[config.mk]
export PLATFORM = sky130hd
export DESIGN_NAME = modified_utf8_decode_hash_core
export DESIGN_NICKNAME = d
export VERILOG_FILES = /design/src/hw/rtl/mu8dh_pkg.sv /design/src/hw/rtl/modified_utf8_decode_hash_core.sv
export SDC_FILE = /design/constraint.sdc
export NUM_CORES = 1
export LEC_CHECK = 0
export ABC_AREA = 1
export CORE_MARGIN = 2
export CORE_UTILIZATION = 62
export DETAILED_ROUTE_END_ITERATION = 10
export DONT_BUFFER_PORTS = 1
export PLACE_DENSITY = 0.78
export SLEW_MARGIN = 10
export SYNTH_ARGS = -nofsm -noshare
export SYNTH_HDL_FRONTEND = slang
export SYNTH_SLANG_ARGS = --single-unit
[constraint.sdc]
create_clock -name i_clk -period 6.2 [get_ports i_clk]
set_input_delay 0 -clock i_clk [delete_from_list [all_inputs] [get_ports i_clk]]
set_output_delay 0 -clock i_clk [all_outputs]
set_load 0.02 [all_outputs]
[src/hw/rtl/mu8dh_pkg.sv]
// ----------------------------------------------------------------------------
// mu8dh_pkg: shared types and constants
// Result beat layout, decoder phase codes and fixed sizes for the
// modified UTF-8 decode/hash core.
// ----------------------------------------------------------------------------
package mu8dh_pkg;

    localparam logic [15:0] MAX_CHARS   = 16'hFFFF;
    localparam logic [15:0] MAX_DROPPED = 16'hFFFF;

    // Result queue: room for two beats of one byte plus slack.
    localparam int unsigned QDEPTH = 4;
    localparam int unsigned QAW    = $clog2(QDEPTH);
    localparam int unsigned QCW    = $clog2(QDEPTH + 1);

    typedef enum logic [1:0] {
        PH_LEAD   = 2'd0,
        PH_SECOND = 2'd1,
        PH_THIRD  = 2'd2
    } t_phase;

    typedef enum logic {
        KIND_CHAR    = 1'b0,
        KIND_SUMMARY = 1'b1
    } t_kind;

    typedef struct packed {
        t_kind       kind;
        logic [15:0] char_value;
        logic [15:0] char_count;
        logic        all_latin1;
        logic [31:0] string_hash;
        logic        status;
        logic [15:0] bad_groups;
        logic        last_result;
    } t_result;

endpackage

[src/hw/rtl/modified_utf8_decode_hash_core.sv]
// ----------------------------------------------------------------------------
// modified_utf8_decode_hash_core: modified UTF-8 decoder with string hash
// Decodes one-, two- and three-byte groups into 16-bit characters, keeps a
// running hash, count and Latin-1 flag, and closes each buffer with a summary.
// ----------------------------------------------------------------------------
// Output: result beats are held in a registered queue and leave from its head.
// Throughput: one byte per cycle while two queue slots are free. A byte that
//   yields two beats (a character completed on the last byte, plus the summary)
//   is drained one beat at a time; the 4-entry result queue absorbs that, input
//   stalls while fewer than two slots are free (three or more beats waiting).
// Reset: synchronous active-low; decoder state returns to lead phase with
//   hash, counts cleared and Latin-1 flag set; the result queue empties.
module modified_utf8_decode_hash_core (
    input  logic        i_clk,
    input  logic        i_rst_n,
    // byte channel
    input  logic        i_valid,
    output logic        o_ready,
    input  logic [7:0]  i_byte_value,
    input  logic        i_last_byte,
    // result channel
    output logic        o_valid,
    input  logic        i_ready,
    output logic        o_result_kind,
    output logic [15:0] o_char_value,
    output logic [15:0] o_char_count,
    output logic        o_all_latin1,
    output logic [31:0] o_string_hash,
    output logic        o_status,
    output logic [15:0] o_bad_groups,
    output logic        o_last_result
);
    import mu8dh_pkg::*;

    // ------------------------------------------------------------------
    // Decoder state
    // ------------------------------------------------------------------
    t_phase      r_phase,     n_phase;
    logic [7:0]  r_first,     n_first;
    logic [7:0]  r_second,    n_second;
    logic [15:0] r_dec_count, n_dec_count;
    logic        r_latin1,    n_latin1;
    logic [31:0] r_hash,      n_hash;
    logic [15:0] r_dropped,   n_dropped;

    // ------------------------------------------------------------------
    // Result queue (flops; one beat popped per cycle while i_ready, up to two pushed)
    // ------------------------------------------------------------------
    t_result          r_queue [QDEPTH];
    logic [QAW-1:0]   r_wr_ptr, n_wr_ptr;
    logic [QAW-1:0]   r_rd_ptr, n_rd_ptr;
    logic [QCW-1:0]   r_count,  n_count;

    logic        in_beat;
    logic        out_beat;
    logic        have_char;
    logic        open_group;
    logic [15:0] char_val;
    logic [31:0] hash_upd;
    logic [15:0] count_upd;
    logic        latin1_upd;
    logic [15:0] dropped_upd;
    t_result     char_res;
    t_result     sum_res;
    t_result     wr_res0;
    t_result     wr_res1;
    logic [1:0]  push_n;
    t_result     head;

    // Never take a byte unless two slots are free.
    assign o_ready  = (r_count <= QCW'(QDEPTH - 2));
    assign in_beat  = i_valid && o_ready;
    assign o_valid  = (r_count != '0);
    assign out_beat = o_valid && i_ready;

    // ------------------------------------------------------------------
    // Group decode: at most one character per byte.
    // ------------------------------------------------------------------
    always_comb begin
        have_char   = 1'b0;
        open_group  = 1'b0;
        char_val    = '0;
        n_phase     = PH_LEAD;
        n_first     = r_first;
        n_second    = r_second;
        latin1_upd  = r_latin1;
        dropped_upd = r_dropped;
        case (r_phase)
            PH_SECOND: begin
                if (!r_first[5] && (i_byte_value[7:6] == 2'b10)) begin
                    // two-byte character
                    have_char = 1'b1;
                    char_val  = {5'd0, r_first[4:0], i_byte_value[5:0]};
                    if (char_val[15:8] != 8'd0) begin
                        latin1_upd = 1'b0;
                    end
                end else if (i_last_byte) begin
                    open_group = 1'b1;
                end else begin
                    n_second = i_byte_value;
                    n_phase  = PH_THIRD;
                end
            end
            PH_THIRD: begin
                if (!r_first[4] && (r_second[7:6] == 2'b10)
                        && (i_byte_value[7:6] == 2'b10)) begin
                    have_char  = 1'b1;
                    char_val   = {r_first[3:0], r_second[5:0], i_byte_value[5:0]};
                    latin1_upd = 1'b0;
                end else if (r_dropped < MAX_DROPPED) begin
                    // bad triplet: dropped, counted
                    dropped_upd = r_dropped + 16'd1;
                end
            end
            default: begin
                // lead phase (unused code falls here too)
                if (!i_byte_value[7]) begin
                    have_char = 1'b1;
                    char_val  = {8'd0, i_byte_value};
                end else if (i_last_byte) begin
                    open_group = 1'b1;
                end else begin
                    n_first = i_byte_value;
                    n_phase = PH_SECOND;
                end
            end
        endcase
    end

    // hash*31 + c as shift-subtract-add
    always_comb begin
        hash_upd  = r_hash;
        count_upd = r_dec_count;
        if (have_char) begin
            hash_upd = {r_hash[26:0], 5'd0} - r_hash + {16'd0, char_val};
            if (r_dec_count < MAX_CHARS) begin
                count_upd = r_dec_count + 16'd1;
            end
        end
    end

    // ------------------------------------------------------------------
    // Result beats for this byte
    // ------------------------------------------------------------------
    always_comb begin
        char_res.kind        = KIND_CHAR;
        char_res.char_value  = char_val;
        char_res.char_count  = count_upd;
        char_res.all_latin1  = latin1_upd;
        char_res.string_hash = hash_upd;
        char_res.status      = 1'b0;
        char_res.bad_groups  = dropped_upd;
        char_res.last_result = !i_last_byte;

        sum_res              = char_res;
        sum_res.kind         = KIND_SUMMARY;
        sum_res.char_value   = '0;
        sum_res.status       = open_group;
        sum_res.last_result  = 1'b1;

        wr_res0 = have_char ? char_res : sum_res;
        wr_res1 = sum_res;
        push_n  = {1'b0, have_char} + {1'b0, i_last_byte};
    end

    // ------------------------------------------------------------------
    // Next state
    // ------------------------------------------------------------------
    always_comb begin
        n_dec_count = r_dec_count;
        n_latin1    = r_latin1;
        n_hash      = r_hash;
        n_dropped   = r_dropped;
        if (in_beat) begin
            n_dec_count = count_upd;
            n_latin1    = latin1_upd;
            n_hash      = hash_upd;
            n_dropped   = dropped_upd;
        end

        n_wr_ptr = r_wr_ptr + (in_beat ? QAW'(push_n) : QAW'(0));
        n_rd_ptr = r_rd_ptr + (out_beat ? QAW'(1) : QAW'(0));
        n_count  = r_count + (in_beat ? QCW'(push_n) : QCW'(0))
                   - (out_beat ? QCW'(1) : QCW'(0));
    end

    always_ff @(posedge i_clk) begin
        if (!i_rst_n) begin
            r_phase     <= PH_LEAD;
            r_first     <= '0;
            r_second    <= '0;
            r_dec_count <= '0;
            r_latin1    <= 1'b1;
            r_hash      <= '0;
            r_dropped   <= '0;
        end else if (in_beat) begin
            if (i_last_byte) begin
                // buffer done: back to reset values
                r_phase     <= PH_LEAD;
                r_first     <= '0;
                r_second    <= '0;
                r_dec_count <= '0;
                r_latin1    <= 1'b1;
                r_hash      <= '0;
                r_dropped   <= '0;
            end else begin
                r_phase     <= n_phase;
                r_first     <= n_first;
                r_second    <= n_second;
                r_dec_count <= n_dec_count;
                r_latin1    <= n_latin1;
                r_hash      <= n_hash;
                r_dropped   <= n_dropped;
            end
        end
    end

    always_ff @(posedge i_clk) begin
        if (!i_rst_n) begin
            r_wr_ptr <= '0;
            r_rd_ptr <= '0;
            r_count  <= '0;
        end else begin
            r_wr_ptr <= n_wr_ptr;
            r_rd_ptr <= n_rd_ptr;
            r_count  <= n_count;
        end
    end

    // queue payload, no reset
    always_ff @(posedge i_clk) begin
        if (in_beat && (push_n != 2'd0)) begin
            r_queue[r_wr_ptr] <= wr_res0;
        end
        if (in_beat && (push_n == 2'd2)) begin
            r_queue[r_wr_ptr + QAW'(1)] <= wr_res1;
        end
    end

    // ------------------------------------------------------------------
    // Output head
    // ------------------------------------------------------------------
    assign head          = r_queue[r_rd_ptr];
    assign o_result_kind = head.kind;
    assign o_char_value  = head.char_value;
    assign o_char_count  = head.char_count;
    assign o_all_latin1  = head.all_latin1;
    assign o_string_hash = head.string_hash;
    assign o_status      = head.status;
    assign o_bad_groups  = head.bad_groups;
    assign o_last_result = head.last_result;

`ifndef SYNTH
    a_queue_bound: assert property (@(posedge i_clk) disable iff (!i_rst_n)
        r_count <= QCW'(QDEPTH))
        else $error("result queue overflow");

    a_ptr_gap: assert property (@(posedge i_clk) disable iff (!i_rst_n)
        (r_count == '0) || (r_count == QCW'(QDEPTH)) |-> (r_wr_ptr == r_rd_ptr))
        else $error("queue pointers disagree with fill count");

    a_last_clears: assert property (@(posedge i_clk) disable iff (!i_rst_n)
        in_beat && i_last_byte |=> (r_phase == PH_LEAD) && (r_hash == '0)
            && (r_dec_count == '0) && r_latin1)
        else $error("buffer end did not clear decoder state");

    a_count_mono: assert property (@(posedge i_clk) disable iff (!i_rst_n)
        in_beat && !i_last_byte |=> (r_dec_count >= $past(r_dec_count))
            && (r_dropped >= $past(r_dropped)))
        else $error("running count went backward");

    a_push_room: assert property (@(posedge i_clk) disable iff (!i_rst_n)
        in_beat && (push_n == 2'd2) |=> r_count >= QCW'(1))
        else $error("two-beat byte left queue empty");
`endif

endmodule

# == Yosys cells after proc, flatten, opt, wreduce, memory -nomap -nowiden ==
# Memories as Yosys holds them, arrays and structs flattened. A register that Yosys moved wholly into a read port is not among the register bits.
# Index checks and enable logic that the tools add are counted.
# classes
add_sub_neg,10
magnitude_cmp,3
eq_ne,7
mux,46
reduce_logical,18
# op_table
op,count
16-bit two-way mux,8
84-bit two-way mux,1
32-bit two-way mux,2
16-bit by 1-bit adder with 16-bit output (second input constant),2
32-bit by 16-bit adder with 32-bit output,1
16-bit < comparator (second input constant),2
16-bit case mux with 2 select lines,1
32-bit subtractor,1
8-bit two-way mux,3
6-bit two-way mux,3
1-bit two-way mux,17
11-bit two-way mux,1
2-bit two-way mux,5
2-bit == test (second input constant),4
1-bit logical AND,7
7-bit two-way mux,1
1-bit case mux with 2 select lines,3
3-bit AND reduction,2
2-bit nonzero test,3
3-bit nonzero test,2
2-bit case mux with 2 select lines,1
3-bit by 2-bit adder with 3-bit output,1
3-bit by 2-bit less-or-equal comparator with 1-bit output (second input constant),1
1-bit zero test,3
9 further kinds,9
# totals
ff_bits,88
ramBits,336
out_inout_bits,86
n_memories,1
# mem_list
name,words,word_bits,rd,rd_ports_with_merged_regs,write_ports,line,text
r_queue,4,84,1,1,2,modified_utf8_decode_hash_core.sv:49,t_result r_queue [QDEPTH];

# == Depth between registers and ports, before layout ==
# Gate-level depths: netlist of the first run.
# logic_depth
word_depth,10
ltp_mapped,26
mapped_depth_nobuf,24

# == Least setup slack after synthesis of the first run ==
# No wires, ideal clock.
# synth_timing
path_type,register to register
start,register r_phase[0]
end,"memory r_queue[2][10] (netlist name), enable pin"
setup_ns,0.421
arrival_ns,3.296
required_ns,5.779
setup_slack_ns,2.482
path_stages_with_launch,13
path_buffers,1
path_cell_list,dfxtp_1 -> inv_1 -> ha_1 -> clkinv_1 -> nand3_2 -> nand2_4 -> clkbuf_1 -> ha_1 -> nor2_1 -> inv_2 -> nor3_2 -> nor2_2 -> inv_1
# synth_lines
item,line,text
"start, declared",modified_utf8_decode_hash_core.sv:38,"t_phase r_phase, n_phase;"
"start signal, assigned",modified_utf8_decode_hash_core.sv:207,r_phase <= n_phase;
"end, declared",modified_utf8_decode_hash_core.sv:49,

==> results of run 1 <==
## worst max-delay path, stage by stage (launching register included)
cell and delay [ns]:
sky130_fd_sc_hd__dfxtp_1 0.35, sky130_fd_sc_hd__inv_1 0.05, sky130_fd_sc_hd__ha_1 0.31, sky130_fd_sc_hd__clkinv_1 0.37
sky130_fd_sc_hd__nand3_2 0.23, sky130_fd_sc_hd__nand2_4 0.06, sky130_fd_sc_hd__inv_2 0.41, sky130_fd_sc_hd__nand2_2 0.16
sky130_fd_sc_hd__inv_1 0.11, sky130_fd_sc_hd__fa_1 0.41, sky130_fd_sc_hd__ha_1 0.38, sky130_fd_sc_hd__nand2_1 0.12
sky130_fd_sc_hd__nor2_1 0.15, sky130_fd_sc_hd__nand2_1 0.07, sky130_fd_sc_hd__nand3_1 0.11, sky130_fd_sc_hd__nand2_1 0.07
sky130_fd_sc_hd__nand2_1 0.19, sky130_fd_sc_hd__nand2_1 0.11, sky130_fd_sc_hd__nand3_1 0.08, sky130_fd_sc_hd__nand3_1 0.12
sky130_fd_sc_hd__nand2_1 0.22, sky130_fd_sc_hd__nor2_1 0.08
## registers in the layout, summed over array words and instances, names as in the netlist
name / flops
r_count: 3
r_dec_count: 16
r_dropped: 16
r_first: 6
r_hash: 32
r_latin1: 1
r_phase: 2
r_queue: 336
r_rd_ptr: 2
r_second: 8
r_wr_ptr: 2
## per-stage QoR
step / hold WS (ns) / utilization (%) / instances / total power [mW]
2_1_floorplan: 0.0843 / - / 2630 / 6.54
3_3_place_gp: 0.0889 / 63.5 / 2981 / 7.45
3_5_place_dp: 0.0999 / 63.5 / 2981 / 7.54
4_1_cts: 0.0485 / 67.8 / 3072 / 10.0
5_1_grt: 0.0835 / 67.8 / 3074 / 10.6
6_report: 0.0749 / 67.8 / 3074 / 10.0
## placed cells by master, fill, tap and decap left out, types with 10 or more instances in the layout
master                          instances
sky130_fd_sc_hd__nand2_1              543
sky130_fd_sc_hd__nor2_1               499
sky130_fd_sc_hd__edfxtp_1             264
sky130_fd_sc_hd__inv_1                222
sky130_fd_sc_hd__o21ai_0              197
sky130_fd_sc_hd__dfxtp_1              158
sky130_fd_sc_hd__nand3_1              150
sky130_fd_sc_hd__a21oi_1              106
sky130_fd_sc_hd__o22ai_1               87
sky130_fd_sc_hd__ha_1                  62
sky130_fd_sc_hd__o21ai_1               54
sky130_fd_sc_hd__clkbuf_16             45
sky130_fd_sc_hd__xor2_1                20
sky130_fd_sc_hd__buf_4                 19
sky130_fd_sc_hd__inv_2                 18
sky130_fd_sc_hd__xnor2_1               16
sky130_fd_sc_hd__clkbuf_1              15
sky130_fd_sc_hd__dlygate4sd3_1         14
sky130_fd_sc_hd__nor3_1                13
sky130_fd_sc_hd__fa_1                  13
sky130_fd_sc_hd__nand2_2               11
sky130_fd_sc_hd__clkinv_2              10
## how the worst max path moves through the flow
stage / to / cells past startpoint
finish: r_queue[3][48] / 21
global route: r_queue[3][48] / 21
CTS: r_queue[3][57] / 13
detailed placement: r_queue[1][47] / 21
global placement: r_queue[2][47] / 21
floorplan: r_queue[2][10] / 12
## power groups by stage
| stage | Clock [mW] | Sequential [mW] | Combinational [mW] |
|---|---|---|---|
| 3_5_place_dp | 0 | 3.56 | 3.98 |
| 6_report | 2.50 | 3.50 | 4.04 |
| 2_1_floorplan | 0 | 3.53 | 3.01 |
| 4_1_cts | 2.51 | 3.50 | 4.01 |
| 5_1_grt | 2.62 | 3.53 | 4.47 |
| 3_3_place_gp | 0 | 3.55 | 3.90 |
## final cells by class
cell class	instances	area [um2]	share of cell area (%)
tap	455	569	2.44
antenna	2	5.00	0.0214
inverter	244	920	3.94
multi-input combinational	1837	9070	38.8
clock buffer	62	1210	5.18
timing repair buffer	35	323	1.38
clock inverter	15	126	0.541
sequential	424	11100	47.7
## synth_stat cells, types with 2 or more instances
master                     instances
sky130_fd_sc_hd__o21ai_1          54
sky130_fd_sc_hd__dfxtp_1         160
sky130_fd_sc_hd__or2_1             9
sky130_fd_sc_hd__xor2_1           20
sky130_fd_sc_hd__ha_1             62
sky130_fd_sc_hd__nor3_1           13
sky130_fd_sc_hd__nand2_1         544
sky130_fd_sc_hd__clkbuf_1         87
sky130_fd_sc_hd__or2_2             6
sky130_fd_sc_hd__o21ai_0         197
sky130_fd_sc_hd__clkinv_1          2
sky130_fd_sc_hd__inv_2            13
sky130_fd_sc_hd__nor2_1          499
sky130_fd_sc_hd__nand2_4           2
sky130_fd_sc_hd__a21oi_1         106
sky130_fd_sc_hd__inv_1           229
sky130_fd_sc_hd__edfxtp_1        264
sky130_fd_sc_hd__nand3_1         150
sky130_fd_sc_hd__buf_1             7
sky130_fd_sc_hd__nor3_2            6
sky130_fd_sc_hd__o21bai_1          3
sky130_fd_sc_hd__nand3_2           2
sky130_fd_sc_hd__nand2_2          10
sky130_fd_sc_hd__buf_2            27
sky130_fd_sc_hd__o22ai_1          87
sky130_fd_sc_hd__nor3_4            4
sky130_fd_sc_hd__nor2_2            8
sky130_fd_sc_hd__nand4_1           9
sky130_fd_sc_hd__buf_6             4
sky130_fd_sc_hd__fa_1             13
sky130_fd_sc_hd__a21o_1            2
sky130_fd_sc_hd__xnor2_1          16
## layer usage
metal,track usage [%],up-vias
li1,-,8604
met5,0,-
met3,5.67,113
met4,11.7,0
met1,41.6,8478
met2,51.5,733
## cells by family after synthesis
kind of cell / share of synthesized area, %
buffers and inverters: 6.70
DFF: 51.5
adders and majority gates: 4.79
AOI/OAI and AO/OA: 11.3
and+or+nand+nor: 24.2
xor gates and xnor gates: 1.53
==> impl_metrics.sql, run 1 <==
INSERT INTO impl_metrics (metric_group, metric, value, unit) VALUES
('floorplan', 'initial_core_util', '62.8', '%'),
('floorplan', 'dieArea', '36400', 'um2'),
('floorplan', 'fp.dieH', '191', 'um'),
('min_path', 'hold_class', 'input pin to flip-flop', ''),
('setup_path', 'crit-reg2reg-launch', 'r_phase[0]', ''),
('setup_path', 'rrSetupSlack', '1.72', 'ns'),
('place', 'post_dp_cell_area', '21900', 'um2'),
('sta', 'final_max_slew_viols', '0', ''),
('clock_network', 'h_tree_level_count', '2', ''),
('setup_path', 'timing.setup.critical_path_class', 'flip-flop to flip-flop', ''),
('clock_network', 'count_of_buffers_added_by_post_cts_timing_repair_for_setup', '0', ''),
('min_path', 'hold_start', 'i_last_byte', ''),
('min_path', 'hold_depth', '4', ''),
('pwr', 'cell_int_power', '5.82', 'mW'),
('floorplan', 'coreArea', '34500', 'um2'),
('setup_path', 'timing.critical_path.required', '6.46', 'ns'),
('clock_network', 'clock-root-buffer', 'sky130_fd_sc_hd__clkbuf_16', ''),
('sta', 'post_route_setup_tns', '0', 'ns'),
('global_routing', 'global_route.overflow_total', '0', ''),
('detailed_routing', 'vias', '17900', ''),
('sta', 'final_min_period_over_clock_period', '72.3', '%'),
('global_routing', 'grt_pass1_wl', '89.3', 'mm'),
('clock_network', 'cts.hold.buffers_added', '14', ''),
('yosys', 'synth_sequential_area_ratio', '51.5', '%'),
('detailed_routing', 'antenna_violating_nets_post_route', '0', ''),
('outcome', 'status', 'finished, final reports clean', ''),
('clock_network', 'clock_path_buffers', '3', ''),
('place', 'gp_routability_congestion', '0.958', ''),
('sta', 'finalHoldViolations', '0', ''),
('yosys', 'syn_inst', '2630', ''),
('yosys', 'async_flop_share', '0', '%'),
('place', 'placement.io_buffers', '0', ''),
('place', 'detailed_place_hpwl', '35.8', 'mm'),
('pwr', 'power.switching_fraction', '42.1', '%'),
('min_path', 'timing.hold.worst_endpoint', 'r_queue[3][0]', ''),
('final_layout', 'fraction_of_final_layout_cells_sized_beyond_drive_strength_1', '5.73', '%'),
('global_routing', 'via_count_of_the_first_global_routing_pass', '17000', ''),
('sta', 'worst_slew_margin_rel', '25.2', '%'),
('run', 'maxCapViolCount', '0', ''),
('detailed_routing', 'drt-vias-per-instance', '5.83', ''),
('final_layout', 'layout-area-overhead-vs-synth', '8.01', '%'),
('detailed_routing', 'postRouteWirelength', '56.8', 'mm'),
('pwr', 'switchingPower', '4.23', 'mW'),
('setup_path', 'worstReg2RegEnd', 'r_queue[3][48]', ''),
('final_layout', 'final_cell_area', '23400', 'um2'),
('pwr', 'seq_power_share', '34.9', '%'),
('global_routing', 'number_of_antenna_violations_at_the_first_check_in_global_routing', '2', ''),
('pwr', 'combPwrFrac', '40.2', '%'),
('sta', 'setup-violations-final', '0', ''),
('yosys', 'syn_area_per_cell', '8.22', 'um2'),
('yosys', 'yosysTopAreaCellShare', '36.7', '%'),
('clock_network', 'post_cts_resize_count', '0', ''),
('pwr', 'power.share.clock', '24.9', '%'),
('clock_network', 'cts.sink_count', '424', ''),
('sta', 'timing.final.ws_setup', '1.72', 'ns'),
('sta', 'rsz_0062_raised_after_global_routing', 'false', ''),
('yosys', 'synthesis.area', '21600', 'um2'),
('final_layout', 'n_fill_cell', '2740', ''),
('floorplan', 'io-pin-count', '99', ''),
('yosys', 'yosysWarnings', '0', ''),
('yosys', 'number_of_enable_flip_flop_cells_after_synthesis', '264', ''),
('yosys', 'synth.largest_area_cell', 'sky130_fd_sc_hd__edfxtp_1', ''),
('sta', 'fmax', '0.223', 'GHz'),
('detailed_routing', 'drt-pass1-iter-count', '5', ''),
('floorplan', 'num_rows', '68', ''),
('setup_path', 'ff2ff_path_depth', '21', ''),
('pwr', 'power_leakage', '9.51', 'nW'),
('detailed_routing', 'post-route-drc-count', '0', ''),
('pwr', 'irDropWorstVdd', '0.000323', 'V'),
('yosys', 'ys_dominant_reg_cell', 'sky130_fd_sc_hd__edfxtp_1', ''),
('sta', 'layout_min_cycle_time', '4.48', 'ns');
(Power assumes the default switching activity.)
==> run 2, diff against run 1 <==
--- a/config.mk
+++ b/config.mk
@@ -5,7 +5,7 @@
 export SDC_FILE = /design/constraint.sdc
 export NUM_CORES = 1
 export LEC_CHECK = 0
-export ABC_AREA = 1
+export ABC_AREA = 0
 export CORE_MARGIN = 2
 export CORE_UTILIZATION = 62
 export DETAILED_ROUTE_END_ITERATION = 10
==> constraint.sdc (replaced) <==
create_clock -name i_clk -period 4.55 [get_ports i_clk]
set_input_delay 0 -clock i_clk [delete_from_list [all_inputs] [get_ports i_clk]]
set_output_delay 0 -clock i_clk [all_outputs]
set_load 0.02 [all_outputs]
==> impl_metrics.sql, run 2 <==
INSERT INTO impl_metrics (metric_group, metric, value, unit) VALUES
('pwr', 'seq_power_share', '35.1', '%'),
('outcome', 'status', 'finished, final reports clean', ''),
('clock_network', 'clock_path_buffers', '3', ''),
('pwr', 'power.switching_fraction', '37.4', '%'),
('detailed_routing', 'drt-vias-per-instance', '6.39', ''),
('clock_network', 'clk_transition_reported_paths', '0.06', 'ns'),
('final_layout', 'antenna_cells_inserted', '0', ''),
('place', 'post_dp_cell_area', '21300', 'um2'),
('yosys', 'ys_dominant_reg_cell', 'sky130_fd_sc_hd__edfxtp_1', ''),
('final_layout', 'reg_top3', 'r_queue x336, r_hash x32', ''),
('floorplan', 'initial_core_util', '63.2', '%'),
('detailed_routing', 'vias', '14800', ''),
('final_layout', 'regMostFlops', 'r_queue', ''),
('clock_network', 'h_tree_level_count', '2', ''),
('yosys', 'post-synth-top-count-cell', 'sky130_fd_sc_hd__nor2_1', ''),
('global_routing', 'grt_pass1_wl', '82.1', 'mm'),
('final_layout', 'final_cell_area', '23000', 'um2'),
('final_layout', 'layout_common_cells', 'sky130_fd_sc_hd__nor2_1 (299), sky130_fd_sc_hd__edfxtp_1 (264), sky130_fd_sc_hd__dfxtp_1 (158)', ''),
('clock_network', 'source_to_sink_clock_delay_at_the_later_pin_of_the_worst_skew_pair', '0.54', 'ns'),
('final_layout', 'num-nets-final', '1929', ''),
('global_routing', 'via_count_of_the_first_global_routing_pass', '14800', ''),
('yosys', 'yosysUniqueCellTypes', '70', ''),
('final_layout', 'layout-area-overhead-vs-synth', '11.2', '%'),
('floorplan', 'fp.dieH', '187', 'um'),
('final_layout', 'fraction_of_final_layout_cells_sized_beyond_drive_strength_1', '13.7', '%'),
('global_routing', 'largest_net_degree_at_the_start_of_global_routing', '82', ''),
('sta', 'timing.final.ws_setup', '0.112', 'ns'),
('floorplan', 'num_rows', '66', ''),
('setup_path', 'worst_ep_arrival_time', '4.68', 'ns'),
('detailed_routing', 'drtIter0Drc', '1505', ''),
('clock_network', 'numCtsBuffers', '42', ''),
('sta', 'worst_slew_margin_rel', '24.9', '%'),
('yosys', 'yosysWarnings', '0', ''),
('yosys', 'yosysTopAreaCellShare', '38.4', '%'),
('place', 'detailed_place_hpwl', '33.3', 'mm'),
('yosys', 'ys_top_cells_by_area', 'sky130_fd_sc_hd__edfxtp_1 (38%), sky130_fd_sc_hd__dfxtp_1 (16%), sky130_fd_sc_hd__mux4_2 (9.2%), sky130_fd_sc_hd__nor2_1 (5.4%), sky130_fd_sc_hd__ha_1 (3.8%)', ''),
('clock_network', 'clock_tree_from_tritoncts', 'done', ''),
('global_routing', 'number_of_antenna_violations_at_the_first_check_in_global_routing', '0', ''),
('yosys', 'syn_nets', '1932', ''),
('pwr', 'combPwrFrac', '39.7', '%'),
('sta', 'rsz_0062_raised_after_global_routing', 'false', ''),
('place', 'gp_routability_congestion', '0.930', ''),
('sta', 'post_route_setup_tns', '0', 'ns'),
('yosys', 'synth_common_cells', 'sky130_fd_sc_hd__nor2_1 (299), sky130_fd_sc_hd__edfxtp_1 (264), sky130_fd_sc_hd__dfxtp_1 (160)', ''),
('sta', 'layout_min_cycle_time', '4.44', 'ns'),
('sta', 'fin_worst_skew', '0.0249', 'ns'),
('sta', 'max_slew.worst_pin.slew', '1.13', 'ns'),
('floorplan', 'dieArea', '34800', 'um2'),
('global_routing', 'global_route.overflow_total', '0', ''),
('pwr', 'power_leakage', '8.02', 'nW'),
('detailed_routing', 'routed_wire_length_per_instance', '22.7', 'um'),
('floorplan', 'coreArea', '32700', 'um2'),
('final_layout', 'layout.cells.non_filler', '2315', ''),
('final_layout', 'final_common_cell', 'sky130_fd_sc_hd__nor2_1', ''),
('yosys', 'async_flop_share', '0', '%'),
('clock_network', 'clock-root-buffer', 'sky130_fd_sc_hd__clkbuf_16', ''),
('yosys', 'synth_sequential_area_ratio', '53.9', '%'),
('yosys', 'synthesis.area', '20700', 'um2'),
('setup_path', 'setup.worst_path.end_class', 'flip-flop', ''),
('clock_network', 'cts.sink_count', '424', ''),
('setup_path', 'worst_setup_path_start_kind', 'flip-flop', ''),
('yosys', 'syn_area_per_cell', '11.2', 'um2'),
('pwr', 'switchingPower', '5.32', 'mW'),
('setup_path', 'critical_path_fanout_max', '7', ''),
('sta', 'final_min_period_over_clock_period', '97.5', '%'),
('detailed_routing', 'drt-pass1-iter-count', '5', ''),
('place', 'placement.io_buffers', '0', ''),
('pwr', 'cell_int_power', '8.88', 'mW'),
('sta', 'final_max_slew_viols', '0', ''),
('pwr', 'irDropWorstVdd', '0.000446', 'V'),
('min_path', 'hold_class', 'input pin to flip-flop', ''),
('sta', 'finalHoldViolations', '0', ''),
('global_routing', 'grt_util_all_layers', '30.1', '%'),
('detailed_routing', 'postRouteWirelength', '52.4', 'mm'),
('setup_path', 'timing.critical_path.required', '4.79', 'ns'),
('detailed_routing', 'antenna_violating_nets_post_route', '0', ''),
('place', 'pre_cts_ws', '-0.0374', 'ns'),
('sta', 'fmax', '0.225', 'GHz'),
('floorplan', 'floorplan_die_width', '187', 'um'),
('pwr', 'power.density', '618', 'nW/um2'),
('pwr', 'total_power', '14.2', 'mW'),
('sta', 'setup-violations-final', '0', ''),
('pwr', 'power.share.clock', '25.1', '%'),
('yosys', 'number_of_enable_flip_flop_cells_after_synthesis', '264', ''),
('detailed_routing', 'post-route-drc-count', '0', ''),
('setup_path', 'timing.setup.critical_path_class', 'flip-flop to flip-flop', ''),
('place', 'place.detailed.instances', '2223', ''),
('final_layout', 'largest_reg_flops', '336', ''),
('run', 'maxCapViolCount', '0', ''),
('yosys', 'synth.largest_area_cell', 'sky130_fd_sc_hd__edfxtp_1', ''),
('yosys', 'syn_inst', '1844', ''),
('yosys', 'ys_seq_elements', '424', ''),
('floorplan', 'io-pin-count', '99', '');
## run 2: changes by cell type in the layout (fill, tap and decap cells not counted), sizes merged, moves of 84 or more
cell   previous run  this run
nand3           152        34
mux4              0        84
o21ai           252       117
nand2           556       149
inv             242        75
nor2            508       300
## run 2: metrics by stage
stage / hold WS (ns) / util, %
floorplan: 0.183 / -
global placement: 0.133 / 65.0
detailed placement: 0.129 / 65.0
CTS: 0.0150 / 69.9
global route: 0.0463 / 70.2
finish: 0.0282 / 70.2
## run 2: what timing repair did
| item | CTS | global route |
|---|---|---|
| pin swaps | 0 | 8 |
| resized for setup | 2 | 26 |
| buffers inserted | 0 | 2 |
| hold buffers | 14 | 0 |
| endpoints found under the setup margin | 6 | 55 |
| hold endpoints to repair | 104 | 0 |
## run 2: worst paths after layout
path / slack (ns) / endpoint / cells after the start / start
worst max-delay path: 0.11 / r_queue[2][31] / 14 / r_phase[0]
worst min register to register: 0.45 / r_queue[0][82] / 2 / r_queue[0][82]
worst min-delay path: 0.03 / r_hash[0] / 3 / i_last_byte
worst max register to register: 0.11 / r_queue[2][31] / 14 / r_phase[0]
## run 2: power by group through the flow
stage | logic, mW | registers (mW) | clock network [mW]
5_1_grt | 6.06 | 5.05 | 3.75
3_5_place_dp | 5.32 | 5.06 | 0
4_1_cts | 5.42 | 4.99 | 3.59
3_3_place_gp | 5.21 | 5.02 | 0
6_report | 5.64 | 4.99 | 3.57
2_1_floorplan | 4.06 | 4.82 | 0
## run 2: worst max-delay path, stage by stage (launching register included)
cell and delay (ns):
sky130_fd_sc_hd__dfxtp_1 0.36, sky130_fd_sc_hd__inv_1 0.07, sky130_fd_sc_hd__ha_1 0.20, sky130_fd_sc_hd__and3_2 0.25, sky130_fd_sc_hd__o31a_4 0.37, sky130_fd_sc_hd__and2_1 0.26, sky130_fd_sc_hd__fa_1 0.47, sky130_fd_sc_hd__ha_1 0.37
sky130_fd_sc_hd__a21o_1 0.21, sky130_fd_sc_hd__a221oi_4 0.42, sky130_fd_sc_hd__o21a_1 0.21, sky130_fd_sc_hd__o21ai_0 0.10, sky130_fd_sc_hd__xor2_1 0.19, sky130_fd_sc_hd__mux2i_1 0.54, sky130_fd_sc_hd__nor2_1 0.14
## run 2: layout make-up
cell class                      instances  area [um2]
Clock buffer                           65        1280
Clock inverter                         11         148
Fill cell                            2324        9740
Inverter                               75         282
Multi-Input combinational cell       1226        8890
Sequential cell                       424       11100
Tap cell                              442         553
Timing Repair Buffer                   72         668
## run 2: logic make-up (layout without fill, tap and decap cells)
| group | count (synthesis) | count (layout) | share of synthesized area [%] |
|---|---|---|---|
| XOR/XNOR | 53 | 53 | 2.25 |
| flip-flops | 424 | 424 | 53.9 |
| AO/OA/AOI/OAI | 336 | 336 | 10.5 |
| AND/OR/NAND/NOR | 660 | 660 | 14.6 |
| buffers and inverters | 194 | 223 | 3.71 |
| adder cells (fa/ha/maj) | 75 | 75 | 5.02 |
| multiplexers | 102 | 102 | 10.1 |
## run 2: metal layers
metal,vias to the layer above,GRT usage [%],share of wire [%]
met2,699,49.2,48
li1,6681,-,-
met3,109,5.79,9.5
met5,-,0,0
met4,0,9.19,2.7
met1,7304,41.5,40
==> run 3, diff against run 2 <==
--- a/config.mk
+++ b/config.mk
@@ -6,6 +6,7 @@
 export NUM_CORES = 1
 export LEC_CHECK = 0
 export ABC_AREA = 0
+export CAP_MARGIN = 20
 export CORE_MARGIN = 2
 export CORE_UTILIZATION = 62
 export DETAILED_ROUTE_END_ITERATION = 10
==> constraint.sdc (replaced) <==
create_clock -name i_clk -period 4.5 [get_ports i_clk]
set_input_delay 0.9 -clock i_clk [delete_from_list [all_inputs] [get_ports i_clk]]
set_output_delay 0.9 -clock i_clk [all_outputs]
set_load 0.02 [all_outputs]
==> impl_metrics.sql, run 3 (synthesis results as in run 2) <==
INSERT INTO impl_metrics (metric_group, metric, value, unit) VALUES
('final_layout', 'reg_top3', 'r_queue x336, r_hash x32', ''),
('sta', 'finalHoldViolations', '0', ''),
('global_routing', 'number_of_antenna_violations_at_the_first_check_in_global_routing', '1', ''),
('run', 'maxCapViolCount', '0', ''),
('setup_path', 'cp_cell_sequence', 'inv_1 > ha_1 > and3_2 > o31a_4 > and2_1 > ha_4 > ha_4 > fa_2 > a21o_1 > a221oi_4 > buf_4 > o21bai_1 > a21oi_1 > xor2_1 > nor2_1 > a21oi_1 > buf_4 > nor2_1', ''),
('global_routing', 'global_route.overflow_total', '0', ''),
('sta', 'hold-worst-slack', '0.451', 'ns'),
('place', 'place.detailed.instances', '2267', ''),
('sta', 'worst_slew_margin_rel', '22.7', '%'),
('detailed_routing', 'drt-pass1-iter-count', '6', ''),
('detailed_routing', 'antenna_violating_nets_post_route', '0', ''),
('clock_network', 'clock-root-buffer', 'sky130_fd_sc_hd__clkbuf_16', ''),
('pwr', 'power_leakage', '8.13', 'nW'),
('detailed_routing', 'routed_wire_length_per_instance', '22.2', 'um'),
('place', 'detailed_place_hpwl', '33.1', 'mm'),
('setup_path', 'critical_path_fanout_max', '9', ''),
('clock_network', 'source_to_sink_clock_delay_at_the_later_pin_of_the_worst_skew_pair', '0.53', 'ns'),
('setup_path', 'timing.setup.critical_path_class', 'flip-flop to flip-flop', ''),
('clock_network', 'clock_tree_from_tritoncts', 'done', ''),
('global_routing', 'grt_util_all_layers', '29.9', '%'),
('floorplan', 'floorplan_die_width', '187', 'um'),
('clock_network', 'numCtsBuffers', '44', ''),
('floorplan', 'fp.dieH', '187', 'um'),
('global_routing', 'largest_net_degree_at_the_start_of_global_routing', '86', ''),
('clock_network', 'cts.sink_count', '424', ''),
('detailed_routing', 'vias', '15000', ''),
('final_layout', 'final_common_cell', 'sky130_fd_sc_hd__nor2_1', ''),
('pwr', 'power.density', '621', 'nW/um2'),
('sta', 'max_slew.worst_pin.slew', '1.16', 'ns'),
('place', 'placement.io_buffers', '0', ''),
('clock_network', 'clk_transition_reported_paths', '0.06', 'ns'),
('setup_path', 'slowest_stage_cell_on_the_critical_path', 'sky130_fd_sc_hd__o31a_4', ''),
('min_path', 'hold_class', 'flip-flop to flip-flop', ''),
('place', 'gp_routability_congestion', '0.934', ''),
('final_layout', 'layout-area-overhead-vs-synth', '12.2', '%'),
('final_layout', 'regMostFlops', 'r_queue', ''),
('final_layout', 'fraction_of_final_layout_cells_sized_beyond_drive_strength_1', '15.7', '%'),
('sta', 'fmax', '0.232', 'GHz'),
('detailed_routing', 'drtIter0Drc', '1321', ''),
('sta', 'fin_worst_skew', '0.0140', 'ns'),
('place', 'pre_cts_ws', '-0.221', 'ns'),
('floorplan', 'io-pin-count', '99', ''),
('final_layout', 'layout_common_cells', 'sky130_fd_sc_hd__nor2_1 (299), sky130_fd_sc_hd__edfxtp_1 (264), sky130_fd_sc_hd__dfxtp_1 (158)', ''),
('pwr', 'irDropWorstVdd', '0.000811', 'V'),
('sta', 'timing.final.ws_setup', '0.189', 'ns'),
('final_layout', 'num-nets-final', '1960', ''),
('global_routing', 'via_count_of_the_first_global_routing_pass', '14900', ''),
('floorplan', 'num_rows', '66', ''),
('clock_network', 'h_tree_level_count', '2', ''),
('sta', 'post_route_setup_tns', '0', 'ns'),
('sta', 'final_min_period_over_clock_period', '95.8', '%'),
('sta', 'setup-violations-final', '0', ''),
('floorplan', 'initial_core_util', '63.2', '%'),
('detailed_routing', 'post-route-drc-count', '0', ''),
('detailed_routing', 'drt-vias-per-instance', '6.40', ''),
('final_layout', 'largest_reg_flops', '336', ''),
('setup_path', 'worst_setup_path_start_kind', 'flip-flop', ''),
('pwr', 'total_power', '14.4', 'mW'),
('setup_path', 'setup.worst_path.end_class', 'flip-flop', ''),
('clock_network', 'clock_path_buffers', '3', ''),
('setup_path', 'timing.critical_path.required', '4.77', 'ns'),
('setup_path', 'cp_slowest_stage_delay', '0.41', 'ns'),
('sta', 'layout_min_cycle_time', '4.31', 'ns'),
('setup_path', 'worst_ep_arrival_time', '4.58', 'ns'),
('global_routing', 'grt_pass1_wl', '81.7', 'mm'),
('outcome', 'status', 'finished, final reports clean', ''),
('floorplan', 'coreArea', '32700', 'um2'),
('sta', 'final_max_slew_viols', '0', ''),
('detailed_routing', 'postRouteWirelength', '52.2', 'mm'),
('floorplan', 'dieArea', '34800', 'um2'),
('final_layout', 'layout.cells.non_filler', '2348', '');
[run 3: cell type report]
class	instances	area [um2]
clock inverters	19	173
diodes	1	2.50
multi-input cells	1226	8920
repair buffers	101	896
clock buffers	60	1180
well taps	442	553
inverters	75	297
flip-flops and latches	424	11100
fillers	2283	9540
[run 3: repair_timing]
| item | CTS | global route |
|---|---|---|
| hold buffers | 0 | 0 |
| setup endpoints to repair | 0 | 25 |
| endpoints found under the hold margin | 0 | 0 |
| gates resized for setup | 0 | 5 |
| setup buffers | 0 | 1 |
[run 3: worst max-delay path, delay by kind of cell (launching register included)]
family | cells | cell delay [ns]
compound gates | 6 | 1.45
fa+ha+maj | 4 | 0.96
simple gates | 4 | 0.61
buf+inv | 3 | 0.42
flops | 1 | 0.38
xor+xnor | 1 | 0.22
[run 3: per-stage QoR]
step	area, um2	util (%)
after CTS	23100	70.8
after floorplan	20800	-
after global placement	21800	66.6
after detailed placement	21800	66.6
after global routing	23200	70.8
final	23200	70.8
[run 3: path summary, 6_finish.rpt]
| path | slack (ns) | startpoint | to | depth (start not counted) |
|---|---|---|---|---|
| setup reg to reg | 0.19 | r_phase[0] | r_queue[2][27] | 18 |
| setup / recovery | 0.19 | r_phase[0] | r_queue[2][27] | 18 |
| hold reg to reg | 0.45 | r_queue[0][78] | r_queue[0][78] | 2 |
| hold / removal | 0.45 | r_queue[0][78] | r_queue[0][78] | 2 |
[run 3: report_power, final]
part / total [mW] / leakage, nW / switching [mW] / internal [mW]
Combinational: 6.01 / 3.65 / 3.61 / 2.40
Sequential: 4.92 / 3.81 / 0.265 / 4.66
Clock: 3.46 / 0.669 / 1.44 / 2.01
Total: 14.4 / 8.13 / 5.32 / 9.07
[run 3: layer usage]
metal | global-route usage, % | vias to the layer above | wire (um)
met5 | 0 | - | 0
met4 | 10.7 | 0 | 1810
met3 | 4.44 | 114 | 3730
met2 | 50.9 | 701 | 25900
met1 | 39.3 | 7475 | 20700
li1 | - | 6743 | -
